==> config.mk <==
export PLATFORM = sky130hd
export DESIGN_NAME = line_page_packer
export DESIGN_NICKNAME = d
export VERILOG_FILES = /design/src/hdl/lpp_pkg.sv /design/src/hdl/line_page_packer.sv /design/src/hdl/lpp_step.sv
export SDC_FILE = /design/constraint.sdc
export NUM_CORES = 1
export LEC_CHECK = 0
export BUFFER_PORTS_ARGS = -buffer_cell sky130_fd_sc_hd__buf_2
export CAP_MARGIN = 10
export CORE_ASPECT_RATIO = 1.4
export CORE_MARGIN = 2
export CORE_UTILIZATION = 63
export DETAILED_ROUTE_END_ITERATION = 16
export PLACE_DENSITY = 0.79
export SLEW_MARGIN = 10
export SYNTH_ARGS = -nofsm -noshare
export SYNTH_HDL_FRONTEND = slang
export SYNTH_HIERARCHICAL = 1
export SYNTH_SLANG_ARGS = --single-unit
==> constraint.sdc <==
create_clock -name clk -period 27.1 [get_ports clk]
set_input_delay 5.42 -clock clk [delete_from_list [all_inputs] [get_ports clk]]
set_output_delay 5.42 -clock clk [all_outputs]
set_load 0.005 [all_outputs]
==> src/hdl/lpp_pkg.sv <==
// ----------------------------------------------------------------------------
// lpp_pkg - shared types and constants for the line page packer
// Page word layout, register indexes and reset values.
// ----------------------------------------------------------------------------
`default_nettype none

package lpp_pkg;

  localparam int unsigned MAX_LINES_DEF = 65536;

  // register indexes of the configuration port
  localparam int unsigned CFG_INDEX_W       = 2;
  localparam logic [CFG_INDEX_W-1:0] REG_SCROLL_MODE   = 2'd0;
  localparam logic [CFG_INDEX_W-1:0] REG_ROWS_PER_PAGE = 2'd1;

  localparam logic [7:0] ROWS_PER_PAGE_RESET = 8'd24;

  // output queue depth, room for two pages of one line plus slack
  localparam int unsigned QUEUE_DEPTH = 4;

  typedef struct packed {
    logic [15:0] first;
    logic [16:0] end_index;
    logic [15:0] rows;
    logic        final_page;
    logic        last_of_item;
  } page_t;

  // what one line produces: a page closed on capacity before the line,
  // a page closed on break or last line after it, and the new open state
  typedef struct packed {
    logic        cap_valid;
    page_t       cap_page;
    logic        close_valid;
    page_t       close_page;
    logic [16:0] line_index_next;
    logic [15:0] open_first_next;
    logic [15:0] open_rows_next;
  } step_t;

endpackage

`default_nettype wire

==> src/hdl/line_page_packer.sv <==
// ----------------------------------------------------------------------------
// line_page_packer - next-fit pagination of a stream of text lines
// Packs lines into pages by row capacity or forced breaks and emits one
// page word per closed page.
// ----------------------------------------------------------------------------
// Page words enter the page queue when their line word is accepted; the queue head drives the output ports.
// Throughput: one line word per cycle while line_stall is low; a line that closes two
//   pages pushes two page words, and the 4-entry page queue absorbs the difference.
// line_stall rises while fewer than two queue entries are free.
// Reset (rst, synchronous): clears the open page, line counter and queue;
//   scroll_mode returns to 0, rows_per_page to 24.
`default_nettype none

module line_page_packer #(
  parameter int unsigned MAX_LINES = lpp_pkg::MAX_LINES_DEF
) (
  input  wire logic                            clk,
  input  wire logic                            rst,
  // configuration write channel
  input  wire logic                            cfg_valid,
  output logic                                 cfg_ready,
  input  wire logic [lpp_pkg::CFG_INDEX_W-1:0] cfg_index,
  input  wire logic [7:0]                      cfg_data,
  // line words
  input  wire logic                            line_valid,
  output logic                                 line_stall,
  input  wire logic [7:0]                      line_rows,
  input  wire logic                            break_after,
  input  wire logic                            last_line,
  // page words
  output logic                                 page_valid,
  input  wire logic                            page_stall,
  output logic [15:0]                          page_first,
  output logic [16:0]                          page_end,
  output logic [15:0]                          page_rows,
  output logic                                 final_page,
  output logic                                 last_of_item
);

  localparam int unsigned PTR_W = $clog2(lpp_pkg::QUEUE_DEPTH);
  localparam int unsigned CNT_W = PTR_W + 1;
  localparam logic [CNT_W-1:0] STALL_LEVEL = CNT_W'(lpp_pkg::QUEUE_DEPTH - 2);

  // configuration registers
  logic       scroll_mode;
  logic [7:0] rows_per_page;

  // open page state
  logic [16:0] line_index;
  logic [15:0] open_first;
  logic [15:0] open_rows;

  // page queue
  lpp_pkg::page_t queue [lpp_pkg::QUEUE_DEPTH];
  logic [PTR_W-1:0] wr_ptr;
  logic [PTR_W-1:0] rd_ptr;
  logic [CNT_W-1:0] count;
  logic [CNT_W-1:0] count_next;
  logic [PTR_W-1:0] wr_ptr_next;

  lpp_pkg::step_t step;
  lpp_pkg::page_t head;
  logic           line_acc;
  logic           page_acc;
  logic [1:0]     push_n;

  assign cfg_ready = 1'b1;

  always_ff @(posedge clk) begin
    if (rst) begin
      scroll_mode   <= 1'b0;
      rows_per_page <= lpp_pkg::ROWS_PER_PAGE_RESET;
    end else if (cfg_valid && cfg_ready) begin
      case (cfg_index)
        lpp_pkg::REG_SCROLL_MODE:   scroll_mode   <= cfg_data[0];
        lpp_pkg::REG_ROWS_PER_PAGE: rows_per_page <= cfg_data;
        default: ;  // unknown index: dropped
      endcase
    end
  end

  lpp_step #(
    .MAX_LINES(MAX_LINES)
  ) u_step (
    .line_index   (line_index),
    .open_first   (open_first),
    .open_rows    (open_rows),
    .scroll_mode  (scroll_mode),
    .rows_per_page(rows_per_page),
    .line_rows    (line_rows),
    .break_after  (break_after),
    .last_line    (last_line),
    .step         (step)
  );

  // stall is a function of queue fill only, so a line can always push two pages
  assign line_stall = (count > STALL_LEVEL);
  assign line_acc   = line_valid && !line_stall;
  assign page_valid = (count != '0);
  assign page_acc   = page_valid && !page_stall;
  assign push_n     = line_acc ? ({1'b0, step.cap_valid} + {1'b0, step.close_valid}) : 2'd0;

  always_comb begin
    count_next  = count + CNT_W'(push_n) - CNT_W'(page_acc);
    wr_ptr_next = wr_ptr + PTR_W'(push_n);
  end

  always_ff @(posedge clk) begin
    if (rst) begin
      line_index <= '0;
      open_first <= '0;
      open_rows  <= '0;
      wr_ptr     <= '0;
      rd_ptr     <= '0;
      count      <= '0;
    end else begin
      if (line_acc) begin
        line_index <= step.line_index_next;
        open_first <= step.open_first_next;
        open_rows  <= step.open_rows_next;
      end
      wr_ptr <= wr_ptr_next;
      if (page_acc) begin
        rd_ptr <= rd_ptr + PTR_W'(1);
      end
      count <= count_next;
    end
  end

  // capacity page goes first, the break/last page right behind it
  always_ff @(posedge clk) begin
    if (line_acc) begin
      if (step.cap_valid) begin
        queue[wr_ptr] <= step.cap_page;
        if (step.close_valid) begin
          queue[wr_ptr + PTR_W'(1)] <= step.close_page;
        end
      end else if (step.close_valid) begin
        queue[wr_ptr] <= step.close_page;
      end
    end
  end

  assign head         = queue[rd_ptr];
  assign page_first   = head.first;
  assign page_end     = head.end_index;
  assign page_rows    = head.rows;
  assign final_page   = head.final_page;
  assign last_of_item = head.last_of_item;

endmodule

`default_nettype wire

==> src/hdl/lpp_step.sv <==
// ----------------------------------------------------------------------------
// lpp_step - next-fit packing decision for one line
// Pure combinational: open page state and one line in, pages and next state out.
// ----------------------------------------------------------------------------
`default_nettype none

module lpp_step #(
  parameter int unsigned MAX_LINES = lpp_pkg::MAX_LINES_DEF
) (
  input  wire logic [16:0] line_index,
  input  wire logic [15:0] open_first,
  input  wire logic [15:0] open_rows,
  input  wire logic        scroll_mode,
  input  wire logic [7:0]  rows_per_page,
  input  wire logic [7:0]  line_rows,
  input  wire logic        break_after,
  input  wire logic        last_line,
  output lpp_pkg::step_t   step
);

  localparam logic [16:0] LAST_INDEX = 17'(MAX_LINES - 1);

  logic [7:0]  rows_eff;
  logic [7:0]  cap;
  logic        is_last;
  logic        closes;
  logic        nonempty;
  logic [16:0] fit_sum;
  logic        cap_split;
  logic [15:0] base_rows;
  logic [16:0] new_sum;
  logic [15:0] new_rows;
  logic [15:0] new_first;
  logic [16:0] index_inc;

  always_comb begin
    rows_eff  = (line_rows == 8'd0) ? 8'd1 : line_rows;
    cap       = (rows_per_page == 8'd0) ? 8'd1 : rows_per_page;
    is_last   = last_line || (line_index >= LAST_INDEX);
    closes    = break_after || is_last;
    nonempty  = (line_index != {1'b0, open_first});
    fit_sum   = {1'b0, open_rows} + {9'd0, rows_eff};
    cap_split = !scroll_mode && nonempty && (fit_sum > {9'd0, cap});

    base_rows = cap_split ? 16'd0 : open_rows;
    new_sum   = {1'b0, base_rows} + {9'd0, rows_eff};
    new_rows  = new_sum[16] ? 16'hFFFF : new_sum[15:0];
    new_first = cap_split ? line_index[15:0] : open_first;
    index_inc = line_index + 17'd1;

    step.cap_valid               = cap_split;
    step.cap_page.first          = open_first;
    step.cap_page.end_index      = line_index;
    step.cap_page.rows           = open_rows;
    step.cap_page.final_page     = 1'b0;
    step.cap_page.last_of_item   = !closes;

    step.close_valid             = closes;
    step.close_page.first        = new_first;
    step.close_page.end_index    = index_inc;
    step.close_page.rows         = new_rows;
    step.close_page.final_page   = is_last;
    step.close_page.last_of_item = 1'b1;

    if (is_last) begin
      step.line_index_next = 17'd0;
      step.open_first_next = 16'd0;
      step.open_rows_next  = 16'd0;
    end else if (break_after) begin
      step.line_index_next = index_inc;
      step.open_first_next = index_inc[15:0];
      step.open_rows_next  = 16'd0;
    end else begin
      step.line_index_next = index_inc;
      step.open_first_next = new_first;
      step.open_rows_next  = new_rows;
    end
  end

endmodule

`default_nettype wire

==> summary.md, run 1 <==
| Metric | Value |
|---|---|
| Status | `finished, final reports clean` |
| Ys Warns | `6` |
| Hold WC Path Type | `reg2reg` |
| Register Area | `roughly 7500 um^2` |
| Die Footprint | `26000 um^2` |
| Syn Area/Cell | `around 11 um^2` |
| Vias | `11700` |
| Clk_skew | `0.0328 ns` |
| First-pass GRT wire length | `64.6 mm` |
| Die W | `137 um` |
| Crit path required time | `approximately 27 ns` |
| Seq/Total Area, Yosys | `0.480` |
| Area share of the largest cell type after synthesis | `0.394` |
| Final Cycle Share | `0.451` |
| Leak | `~5.4 nW` |
| Hold buffers post-CTS | `0` |
| Synth area leaders | `edfxtp_1 39%, o2bb2ai_1 11%, dfxtp_1 8.6%, mux4_2 7.4%, nand3_1 3.6%` |
| Data arrival, critical path | `roughly 13 ns` |
| DR vias/cell | `7.07` |
| Ys async rst share | `0` |
| Die height | `190 um` |
| Design area | `16500 um^2` |
| GP Congestion | `~0.90` |
| Diodes inserted | `0` |
| Nets | `1373` |
| Setup WS pre-CTS | `14.40 ns` |
| Worst slew margin | `0.273` |
| Critical path's slowest cell | `or2_1` |
| Gates resized, CTS repair | `0` |
| Internal power | `approximately 860 uW` |
| Switching share of power | `0.355` |
| Wirelength per Cell | `between 20 and 30 um` |
| Total GRT Usage | `0.323` |
| WS Path Type | `in2reg` |
| Final hold viol count | `0` |
| Max H-tree Level | `1` |
| RSZ-0062 raised after global routing | `false` |
| # rows | `68` |
| Congestion Overflow GR | `0` |
| CTS tree | `yes` |
| Synth cell types | `approximately 80` |
| VDD IR max | `0.0597 mV` |
| # setup viols final | `0` |
| Slew @ Worst Pin | `1.09 ns` |
| Fillers | `around 1800` |
| Root Driver | `clkbuf_16` |
| DR pass1 iterations | `5` |
| Min Tclk post-route | `12.23 ns` |
| Initial DRC count | `1388` |
| Syn_nets | `1426` |
| Most common flop cell mapped by yosys | `edfxtp_1` |
| PortBufs | `77` |
| CP endpoint kind | `register` |
| Post-CTS Repair Setup Buffers | `0` |
| Vias in the first global route | `~12000` |
| Worst path max stage delay | `between 0.5 and 0.6 ns` |
| Comb pwr share | `0.317` |
| CTS Buffer Depth | `3` |
| Max_cap viols | `0` |
| Startpoint class of the critical path | `input port` |
| Layout area overhead | `5.86%` |
| Placed Area | `15600 um^2` |
| Post-synth EDFFs | `204` |
| Multi-input gate area | `7050 um^2` |
| Synth cell count leaders | `204 x edfxtp_1, 204 x o2bb2ai_1, 113 x nand3_1, 90 x clkbuf_1, 73 x a21oi_1` |
| P per Cell Area | `roughly 80 nW/um^2` |
| Core ar. | `24500 um^2` |
| Biggest area consumer among synthesized cells | `edfxtp_1` |
| DRC viols | `0` |
| I/O pin cnt | `79` |
| Synthesized netlist cell count | `between 1000 and 1500` |
| Initial antenna violation count | `0` |
| Fmax | `about 0.08 GHz` |
| Starting Density | `0.635` |
| Final wirelength | `41.4 mm` |
| Clk pwr share | `0.265` |
| Mapped cell area | `between 15000 and 20000 um^2` |
| Sequential share of power | `0.418` |
| Layout cell share with drive strength beyond 1 | `0.178` |
| #FFs+latches synth | `271` |
| Clock latency on the worst-skew pair | `0.56 ns` |
| Inserted Clock Buffers | `25` |
| PnR worst setup slack | `about 15 ns` |
| Clock sinks | `271` |
| Final slew viol count | `0` |
| Worst-path clk slew | `about 0.06 ns` |
| DP HPWL | `24.3 mm` |
| CP max FO | `38` |
| Final ANT Viol Nets | `0` |
| Largest net degree at the start of global routing | `93` |
| Net Sw Power | `475 uW` |
| Total negative slack | `0 ns` |
## path summary, 6_finish.rpt
path / startpoint / slack [ns] / depth (start not counted) / end
setup / recovery: line_rows[4] / 14.87 / 30 / queue[1][3]
setup reg to reg: open_rows[0] / 19.88 / 27 / queue[1][3]
hold reg to reg: rows_per_page[3] / 0.47 / 1 / rows_per_page[3]
hold / removal: rows_per_page[3] / 0.47 / 1 / rows_per_page[3]
## critical path, delay by kind of cell
family | cells | cell delay, ns
adder cells (fa/ha/maj) | 5 | 1.33
AO/OA/AOI/OAI | 14 | 3.26
buffers and inverters | 2 | 0.70
XOR/XNOR | 1 | 0.15
AND/OR/NAND/NOR | 8 | 1.75
## flip-flops by register name, indices dropped and copies added, names as in the netlist, named ones only
| signal | flops |
|---|---|
| scroll_mode | 1 |
| rows_per_page | 8 |
| open_first | 16 |
| queue | 204 |
| rd_ptr | 2 |
| line_index | 17 |
| open_rows | 16 |
| wr_ptr | 2 |
| count | 3 |
## metrics by stage
stage | util | hold slack (ns) | total power, mW | std cells
2_1_floorplan | - | 0.435 | 0.832 | 1368
3_3_place_gp | 0.639 | 0.450 | 0.974 | 1603
3_5_place_dp | 0.639 | 0.456 | 0.982 | 1603
4_1_cts | 0.672 | 0.472 | 1.33 | 1649
5_1_grt | 0.672 | 0.496 | 1.38 | 1649
6_report | 0.672 | 0.469 | 1.34 | 1649
## power groups by stage
| stage | Combinational [mW] | Clock, mW | Sequential (mW) |
|---|---|---|---|
| finish | 0.423 | 0.354 | 0.558 |
| global route | 0.448 | 0.371 | 0.565 |
| CTS | 0.416 | 0.356 | 0.559 |
| detailed placement | 0.415 | 0 | 0.568 |
| global placement | 0.412 | 0 | 0.562 |
| floorplan | 0.285 | 0 | 0.547 |
## cell families (layout without fill, tap and decap cells)
kind of cell / count (synthesis) / after routing / synth area share
AO/OA/AOI/OAI: 412 / 412 / 0.203
AND/OR/NAND/NOR: 299 / 299 / 0.0964
flip-flops: 271 / 271 / 0.480
buffers and inverters: 223 / 189 / 0.0710
multiplexers: 75 / 75 / 0.0912
XOR/XNOR: 51 / 51 / 0.0292
adder cells (fa/ha/maj): 34 / 34 / 0.0286
other: 3 / 3 / 0.000724
## cells in the final DEF, fill, tap and decap left out, drive strengths merged, types with 5 or more instances in the layout
cell | netlist | layout
o21ai | 60 | 60
a21oi | 74 | 74
mux4 | 51 | 51
buf | 91 | 101
dfxtp | 67 | 67
nor3b | 6 | 6
ha | 30 | 30
and3 | 8 | 8
nand4 | 9 | 9
inv | 41 | 43
xor2 | 19 | 19
o211ai | 9 | 9
nor3 | 13 | 13
mux2i | 10 | 10
and2 | 17 | 17
mux2 | 14 | 14
clkinv | 1 | 7
o2bb2ai | 204 | 204
nor2b | 5 | 5
nand2 | 34 | 34
nand3 | 114 | 114
a21o | 10 | 10
a31oi | 6 | 6
or2 | 5 | 5
nor2 | 68 | 68
clkbuf | 90 | 36
a211oi | 20 | 20
edfxtp | 204 | 204
xnor2 | 32 | 32
nand2b | 5 | 5
## metal layers
layer  global-route usage  routed length [um]  vias up
met5                    0                   0        -
met4                0.169                2220        0
met3               0.0360                3330      142
met2                0.567               21400      723
met1                0.389               14500     5682
li1                     -                   -     5115
## cell type report
class	instances	share of cell area
multi-input cells	874	0.428
inverters	42	0.00957
flip-flops and latches	271	0.454
clock inverters	10	0.00570
clock buffers	36	0.0441
repair buffers	101	0.0345
well taps	315	0.0239
Note: power is estimated with default switching activity, not from simulation.
==> run 2: changes to the inputs <==
CORE_UTILIZATION = 62   (was 63)
PLACE_DENSITY = 0.78   (was 0.79)
clock period = 12.7 ns   (was 27.1 ns; I/O delays follow)
==> run 2 against run 1 <==
Combinational power increased by 110%. Clock power up 130%. Critical path depth unchanged. Largest power group unchanged. Sequential power grew 110%. Register-to-register slack lost 15 ns. Cell count rose by 0.12%. Largest cell class unchanged. Via count rose by 0.24%. Cell area up 0.37%. Die area grew 1.6%. Hold slack improved by 0.017 ns. Core utilization fell by 0.21 points.
==> summary.md, run 2 (synthesis results as in run 1) <==
| Metric | Value |
|---|---|
| WS Path Type | `in2reg` |
| Clock latency on the worst-skew pair | `0.56 ns (about the same)` |
| Worst path max stage delay | `0.54 ns (about the same)` |
| Total GRT Usage | `0.316 (-0.00734)` |
| Die height | `191 um (+0.79%)` |
| Clk_skew | `0.0215 ns (-0.0113 ns)` |
| Clock sinks | `271 (unchanged)` |
| Final hold viol count | `0 (unchanged)` |
| Wirelength per Cell | `25.0 um (-0.40%)` |
| RSZ-0062 raised after global routing | `false` |
| Initial antenna violation count | `0 (unchanged)` |
| P per Cell Area | `176 nW/um^2 (+120%)` |
| Final wirelength | `41.3 mm (-0.28%)` |
| Crit path to | `queue[1][3]` |
| CP endpoint kind | `register` |
| Diodes inserted | `0 (unchanged)` |
| Slew @ Worst Pin | `0.991 ns (-0.0986 ns)` |
| R2R setup slack | `5.34 ns (-14.54 ns)` |
| Gates resized, CTS repair | `0 (unchanged)` |
| I/O pin cnt | `79 (unchanged)` |
| # rows | `68 (unchanged)` |
| Worst slew margin | `0.339 (+0.0657)` |
| Final slew viol count | `0 (unchanged)` |
| Max H-tree Level | `1 (unchanged)` |
| Vias | `11700 (+0.24%)` |
| CP max FO | `38 (unchanged)` |
| Root Driver | `clkbuf_16` |
| Commonest non-fill, non-tap cells in the layout | `204 x o2bb2ai_1, 204 x edfxtp_1, 113 x nand3_1` |
| Status | `finished, final reports clean` |
| Layout cell share with drive strength beyond 1 | `0.178 (+0.000483)` |
| Worst-path clk slew | `0.06 ns (about the same)` |
| VDD IR max | `0.145 mV (+140%)` |
| DR vias/cell | `7.08 (+0.12%)` |
| Fillers | `1876 (+2.9%)` |
| Largest net degree at the start of global routing | `88 (-5.4%)` |
| Min-delay src | `rows_per_page[3]` |
| Critical path launch point | `line_rows[4]` |
| Post-CTS Repair Setup Buffers | `0 (unchanged)` |
| DR pass1 iterations | `7 (+2)` |
| Congestion Overflow GR | `0 (unchanged)` |
| DP HPWL | `24.3 mm (-0.27%)` |
| Max reg flops | `204 (unchanged)` |
| Initial DRC count | `1381 (-0.50%)` |
| CTS tree | `yes` |
| Vias in the first global route | `11500 (-2.5%)` |
| Leak | `5.39 nW (+0.53%)` |
| Nets | `1374 (+0.073%)` |
| Die W | `138 um (+0.78%)` |
| First-pass GRT wire length | `63.7 mm (-1.5%)` |
| Top reg by flops | `queue` |
| DRC viols | `0 (unchanged)` |
| Startpoint class of the critical path | `input port` |
| Die Footprint | `26400 um^2 (+1.6%)` |
| Starting Density | `0.630 (-0.00438)` |
| Total negative slack | `0 ns (unchanged)` |
| Inserted Clock Buffers | `26 (+4.0%)` |
| Core ar. | `24700 um^2 (+0.69%)` |
| Worst reg2reg startpoint | `open_rows[0]` |
| Layout area overhead | `6.26%` |
| # setup viols final | `0 (unchanged)` |
| Top Registers | `queue (204), line_index (17)` |
| Final Cycle Share | `0.748` |
| Critical path's slowest cell | `or2_1` |
| Final ANT Viol Nets | `0 (unchanged)` |
| Worst Reg-to-Reg Cells | `27 (unchanged)` |
| Max_cap viols | `0 (unchanged)` |
| Total Power | `2.90 mW (+120%)` |
| Data arrival, critical path | `9.89 ns (-2.74 ns)` |
| CTS Buffer Depth | `3 (unchanged)` |
| GP Congestion | `0.935 (+3.4%)` |
| Crit path required time | `13.09 ns (-14.40 ns)` |
| Min Tclk post-route | `around 9.5 ns` |
| Hold WC Path Type | `reg2reg` |
| PortBufs | `77 (unchanged)` |
| Hold buffers post-CTS | `0 (unchanged)` |
| Reg-to-reg endpoint | `queue[1][3]` |
| Fmax | `0.105 GHz` |
-- run 2: cell count changes in the layout (fill, tap and decap cells not counted), sizes merged --
cell / delta
clkinv: +8
clkbuf: -6
bufinv: +3
inv: -2
clkinvlp: -1
-- run 2: worst max-delay path, delay by kind of cell --
kind / cells / cell delay [ns]
compound gates: 14 / 3.37
xor+xnor: 1 / 0.15
fa+ha+maj: 5 / 1.33
buf+inv: 2 / 0.69
simple gates: 8 / 1.80
-- run 2: final cells by class --
class                           count  area [um^2]  share of cell area
Clock buffer                       30          676              0.0409
Clock inverter                     18          206              0.0125
Inverter                           42          158             0.00954
Multi-Input combinational cell    874         7050               0.427
Sequential cell                   271         7470               0.452
Tap cell                          315          394              0.0238
Timing Repair Buffer              101          568              0.0344
-- run 2: report_power, final --
part / leakage [nW] / internal (mW) / switching, mW
Sequential: 2.28 / 1.11 / 0.0733
Clock: 0.434 / 0.465 / 0.345
Combinational: 2.67 / 0.300 / 0.604
Total: 5.39 / 1.88 / 1.02
-- run 2: stage by stage --
| step | cell area [um^2] | cells | hold WS (ns) | setup slack (ns) | utilization |
|---|---|---|---|---|---|
| 4_1_cts | 16500 | 1651 | 0.482 | 3.30 | 0.670 |
| 2_1_floorplan | 15600 | 1368 | 0.435 | 1.35 | - |
| 6_report | 16500 | 1651 | 0.486 | 3.20 | 0.670 |
| 3_3_place_gp | 15600 | 1603 | 0.452 | 3.09 | 0.634 |
| 5_1_grt | 16500 | 1651 | 0.520 | 2.73 | 0.670 |
| 3_5_place_dp | 15600 | 1603 | 0.460 | 2.75 | 0.634 |
-- run 2: layer usage --
metal / vias up / track usage / routed length (um)
li1: 5125 / - / -
met1: 5768 / 0.383 / 14600
met5: - / 0 / 0
met2: 668 / 0.555 / 21500
met3: 129 / 0.0379 / 3270
met4: 0 / 0.149 / 1930
-- run 2: how the worst min path moves through the flow --
stage | end | slack, ns | cells past startpoint
6_report | rows_per_page[3] | 0.49 | 1
3_5_place_dp | rows_per_page[3] | 0.46 | 1
2_1_floorplan | rows_per_page[3] | 0.44 | 1
3_3_place_gp | rows_per_page[3] | 0.45 | 1
5_1_grt | rows_per_page[3] | 0.52 | 1
4_1_cts | rows_per_page[3] | 0.48 | 1
